===== config.mk =====
export PLATFORM = sky130hd
export DESIGN_NAME = svb_front
export DESIGN_NICKNAME = d
export VERILOG_FILES = /design/src/rtl/skinned_vertex_bounds_macros.svh /design/src/rtl/svb_pkg.sv /design/src/rtl/svb_front.sv
export SDC_FILE = /design/constraint.sdc
export NUM_CORES = 1
export LEC_CHECK = 0
export ABC_AREA = 1
export BUFFER_PORTS_ARGS = -buffer_cell sky130_fd_sc_hd__buf_2
export CORE_MARGIN = 2
export CORE_UTILIZATION = 40
export CTS_BUF_LIST = sky130_fd_sc_hd__clkbuf_4 sky130_fd_sc_hd__clkbuf_8
export DETAILED_ROUTE_END_ITERATION = 10
export PLACE_DENSITY = 0.69
export SYNTH_ARGS = -nofsm -noshare
export SYNTH_HDL_FRONTEND = slang
export SYNTH_SLANG_ARGS = --single-unit
export TNS_END_PERCENT = 50

===== constraint.sdc =====
create_clock -name i_clk -period 15.6 [get_ports i_clk]
set_clock_uncertainty 0.05 [all_clocks]
set_input_delay 3.12 -clock i_clk [delete_from_list [all_inputs] [get_ports i_clk]]
set_output_delay 3.12 -clock i_clk [all_outputs]
set_load 0.05 [all_outputs]

===== src/rtl/skinned_vertex_bounds_macros.svh =====
// ----------------------------------------------------------------------------
// Skinned vertex bounds assertion macros
// Shared concurrent assertion forms, clocked on i_clk and disabled in reset.
// ----------------------------------------------------------------------------
`ifndef SKINNED_VERTEX_BOUNDS_MACROS_SVH
`define SKINNED_VERTEX_BOUNDS_MACROS_SVH

// The consequent must hold in the cycle after the antecedent.
`define SVB_ASSERT_NEXT(label, ante, cons) \
    label: assert property (@(posedge i_clk) disable iff (!i_rst_n) (ante) |=> (cons)) \
        else $error("skinned_vertex_bounds: next-cycle check failed");

// The condition must hold on every clock edge.
`define SVB_ASSERT_ALWAYS(label, cond) \
    label: assert property (@(posedge i_clk) disable iff (!i_rst_n) (cond)) \
        else $error("skinned_vertex_bounds: invariant check failed");

`endif


===== src/rtl/svb_pkg.sv =====
// ----------------------------------------------------------------------------
// Skinned vertex bounds package
// Item types, opcodes, job classes, sequencer states and saturation helper.
// ----------------------------------------------------------------------------
package svb_pkg;

    localparam int ENTRIES = 12;

    // Input opcodes.
    localparam logic [1:0] OP_LOAD   = 2'd0;
    localparam logic [1:0] OP_VERTEX = 2'd1;
    localparam logic [1:0] OP_LAST   = 2'd2;

    typedef struct packed {
        logic        [1:0]  opcode;
        logic        [5:0]  bone_a;
        logic        [5:0]  bone_b;
        logic        [5:0]  bone_c;
        logic        [5:0]  bone_d;
        logic        [15:0] weight_a;
        logic        [15:0] weight_b;
        logic        [15:0] weight_c;
        logic        [15:0] weight_d;
        logic signed [31:0] pos_x;
        logic signed [31:0] pos_y;
        logic signed [31:0] pos_z;
    } t_in_item;

    typedef struct packed {
        logic signed [31:0] min_x;
        logic signed [31:0] max_x;
        logic signed [31:0] min_y;
        logic signed [31:0] max_y;
        logic signed [31:0] min_z;
        logic signed [31:0] max_z;
        logic signed [31:0] center_x;
        logic signed [31:0] center_y;
        logic signed [31:0] center_z;
        logic        [31:0] radius;
    } t_out_item;

    typedef enum logic [1:0] {
        KIND_LOAD,
        KIND_VERTEX,
        KIND_LAST
    } t_kind;

    typedef struct packed {
        t_kind    kind;
        t_in_item item;
    } t_job;

    typedef enum logic [3:0] {
        ST_IDLE,
        ST_READ,
        ST_BLEND,
        ST_MUL,
        ST_SUM,
        ST_CENTER,
        ST_SQUARE,
        ST_ADD,
        ST_ROOT,
        ST_OUT
    } t_state;

    localparam logic signed [31:0] S32_MAX = 32'sh7FFFFFFF;
    localparam logic signed [31:0] S32_MIN = 32'sh80000000;

    // Clamp a wide signed value to the signed 32-bit range.
    function automatic logic signed [31:0] sat32(input logic signed [65:0] v);
        logic signed [31:0] res;
        if (v > 66'sd2147483647) begin
            res = S32_MAX;
        end else if (v < -66'sd2147483648) begin
            res = S32_MIN;
        end else begin
            res = v[31:0];
        end
        return res;
    endfunction

endpackage


===== src/rtl/svb_front.sv =====
// ----------------------------------------------------------------------------
// Skinned vertex bounds front end
// Accepts input items, drops those without effect and queues the rest.
// ----------------------------------------------------------------------------
module svb_front #(
    parameter int BONE_COUNT = 64
) (
    input  logic              i_clk,
    input  logic              i_rst_n,
    input  logic              i_push,
    input  svb_pkg::t_in_item i_item,
    output logic              o_full,
    output logic              o_job_valid,
    output svb_pkg::t_job     o_job,
    input  logic              i_job_ready
);

    svb_pkg::t_job r_slot [2];
    logic          r_wr_ptr;
    logic          r_rd_ptr;
    logic [1:0]    r_count;
    logic          w_keep;
    logic          w_enq;
    logic          w_deq;
    svb_pkg::t_job w_job;

    // Classify the incoming item; unused opcodes and out-of-range loads vanish.
    always_comb begin
        w_job.item = i_item;
        w_job.kind = svb_pkg::KIND_VERTEX;
        w_keep     = 1'b0;
        case (i_item.opcode)
            svb_pkg::OP_LOAD: begin
                w_job.kind = svb_pkg::KIND_LOAD;
                w_keep     = (32'(i_item.bone_a) < BONE_COUNT) &&
                             (32'(i_item.bone_b) < svb_pkg::ENTRIES);
            end
            svb_pkg::OP_VERTEX: begin
                w_job.kind = svb_pkg::KIND_VERTEX;
                w_keep     = 1'b1;
            end
            svb_pkg::OP_LAST: begin
                w_job.kind = svb_pkg::KIND_LAST;
                w_keep     = 1'b1;
            end
            default: begin
                w_keep = 1'b0;
            end
        endcase
    end

    assign o_full      = (r_count == 2'd2);
    assign o_job_valid = (r_count != 2'd0);
    assign o_job       = r_slot[r_rd_ptr];
    assign w_enq       = i_push && !o_full && w_keep;
    assign w_deq       = o_job_valid && i_job_ready;

    // Two-entry job queue.
    always_ff @(posedge i_clk) begin
        if (!i_rst_n) begin
            r_wr_ptr <= 1'b0;
            r_rd_ptr <= 1'b0;
            r_count  <= 2'd0;
        end else begin
            if (w_enq) begin
                r_wr_ptr <= !r_wr_ptr;
            end
            if (w_deq) begin
                r_rd_ptr <= !r_rd_ptr;
            end
            if (w_enq && !w_deq) begin
                r_count <= r_count + 2'd1;
            end else if (!w_enq && w_deq) begin
                r_count <= r_count - 2'd1;
            end
        end
    end

    // Queue payload.
    always_ff @(posedge i_clk) begin
        if (w_enq) begin
            r_slot[r_wr_ptr] <= w_job;
        end
    end

endmodule


==> reports/metrics.yaml <==
status:
  status: "finished with violations"
  failed_checks: "slew limit"
cells_and_area:
  multi_input_area_um2: 2680
  final_layout_size_suffix_gt1_frac: 0.605
  fin_nets: 1250
  register_area_um2: 11400
  num-fill-cells: 2935
  fin_cells: 1565
  syn2layout_area_growth_pct: 24.3
yosys:
  syn_nets: 826
  synth_area_um2: 14300
  synthCells: 631
  synth_cell_types: 13
  synth_warnings: 0
  ys_ff_latch: 381
  synth.avg_cell_area_um2: 22.7
  ys_seq_area_frac: 0.797
route:
  first_iter_violations: 379
  vias_per_cell: 4.64
  routed_wire_length_per_instance_um: 18.0
  finalWirelength_um: 28200
  drc_errors: 0
  firstDrtPassIters: 4
  ant_nets: 0
  num_vias: 7262
timing:
  setup_violations: 0
  rsz0062_at_grt: "false"
  hold_viol_final: 0
  fin_crit_ns: 6.69
  relSlewSlack: -0.0188
  maxSlewViolCount: 43
  fin_setup_tns_ns: 0
  final.period_utilization: 0.429
  max_freq_mhz: 150
  worst_pin_slew_ns: 1.53
clock_tree:
  cts_buffers: 59
  cts_max_level: 2
  cts-root-buf: "clkbuf_8"
  tritoncts: "done"
  cts-resized-gates: 0
  clkSlewWorstSetupHoldPaths_ns: 0.06
  hold_buffers: 0
  clock_latency_ns: 0.62
  clockBufferDepth: 3
  clock_sinks: 381
  postCtsSetupBuffers: 0
die:
  placementRows: 69
  core-area_um2: 35400
  io_pins: 380
  die_h_um: 193
  initial_core_util: 0.404
  dieArea_um2: 37300
  die_w_um: 193
setup_path:
  crit_required_ns: 12.43
  cp-start-kind: "flip-flop"
  rrSetupSlack_ns: 12.64
  end_kind: "output port"
  cp_max_fo: 59
  crit_type: "reg -> out"
  cp.arrival_ns: 3.52
pwr:
  p_int_mw: 1.83
  clock_power_share: 0.291
  seqPwrFrac: 0.448
  p_leak_nw: 6.77
  swShare: 0.323
  peakVddDrop_v: 0.000111
  p_sw_uw: 874
  power.density_nw_per_um2: 152
  p_comb_frac: 0.261
worst_hold_path:
  hold_path_class: "reg -> reg"
global_routing:
  antenna_found_initial: 6
  groute.usage.overall: 0.143
  grt-ovfl-total: 0
  grt_pass1_wl_um: 40100
  grt_pass1_vias: 7441
  grt_max_degree: 189
placement:
  gp_congestion: 0.731
  placed_cells: 1455
  port_buffers: 379
  dp_hpwl_um: 18400
run:
  maxCapViolCount: 0
==> cell usage in the layout, fill, tap and decap left out <==
cell and n:
a21oi_1 5, buf_12 1, buf_2 379, buf_4 4, bufinv_16 1, clkbuf_4 24
clkbuf_8 59, clkinv_1 17, clkinv_2 5, clkinvlp_4 3, dfxtp_1 4, dfxtp_4 1
diode_2 1, edfxtp_1 376, ha_1 5, inv_1 8, inv_8 1, mux2_2 87
mux2_4 101, nand2_1 9, nand3_1 2, nor2_1 7, nor2_4 1, o21ai_0 3
==> worst paths after layout <==
check | startpoint | end | depth (start not counted)
worst min register to register | r_rd_ptr | flip-flop | 2
worst max register to register | r_count[1] | r_slot[1][72] | 6
worst min-delay path | r_rd_ptr | flip-flop | 2
worst max-delay path | flip-flop | o_job[120] | 4
==> state kept, by name, summed over array words and instances, names as in the netlist, named ones only <==
register	flops
r_rd_ptr	1
r_count	2
r_wr_ptr	1
r_slot	376
==> per-stage QoR <==
stage	util	worst slack, ns	power [mW]	hold WS [ns]	area, um^2
after CTS	0.502	8.78	2.75	0.430	17800
after floorplan	-	3.40	1.82	0.397	14300
after detailed placement	0.470	9.52	1.95	0.418	16600
after global placement	0.470	9.54	1.94	0.405	16600
after global routing	0.502	8.70	2.82	0.472	17800
final	0.502	8.91	2.71	0.423	17800
==> cell usage after synthesis (all sizes together) <==
| cell | count | area, um^2 |
|---|---|---|
| nor2 | 8 | 30.0 |
| inv | 9 | 33.8 |
| a21oi | 5 | 25.0 |
| edfxtp | 376 | 11300 |
| dfxtp | 5 | 100 |
| nand3 | 2 | 10.0 |
| mux2 | 188 | 2500 |
| nand2 | 9 | 33.8 |
| o21ai | 3 | 15.0 |
| buf | 21 | 199 |
| ha | 5 | 62.6 |
==> critical path, cell delays in order, from the launching register on <==
cell and delay [ns]:
dfxtp_4 0.56, buf_4 0.73, buf_4 0.92, mux2_4 0.37, buf_2 0.21
==> final cells by class <==
cell class,instances,share of cell area
sequential,381,0.641
multi-input combinational,220,0.151
timing repair buffer,384,0.110
clock buffer,83,0.0558
tap,461,0.0324
clock inverter,26,0.00795
inverter,9,0.00232
antenna,1,0.000141
==> power by group through the flow <==
stage | Combinational, mW | Clock (mW) | Sequential (mW)
after floorplan | 0.580 | 0 | 1.24
after global routing | 0.741 | 0.864 | 1.22
final | 0.706 | 0.789 | 1.21
after global placement | 0.711 | 0 | 1.23
after detailed placement | 0.714 | 0 | 1.23
after CTS | 0.716 | 0.820 | 1.21
==> cell families (layout without fill, tap and decap cells) <==
family | after synthesis | in the layout | share of synthesized area
flops | 381 | 381 | 0.797
mux | 188 | 188 | 0.175
buf+inv | 30 | 502 | 0.0163
simple gates | 19 | 19 | 0.00516
compound gates | 8 | 8 | 0.00280
fa+ha+maj | 5 | 5 | 0.00438
other cells | 0 | 1 | 0
==> layer usage <==
| metal | wire length (um) | share of wire | global-route usage |
|---|---|---|---|
| met1 | 10900 | 0.39 | 0.162 |
| met2 | 13800 | 0.49 | 0.238 |
| met3 | 2840 | 0.10 | 0.0610 |
| met4 | 596 | 0.021 | 0.0609 |
| met5 | 69 | 0.0024 | 0 |
Power figures use the tool's default switching activity.
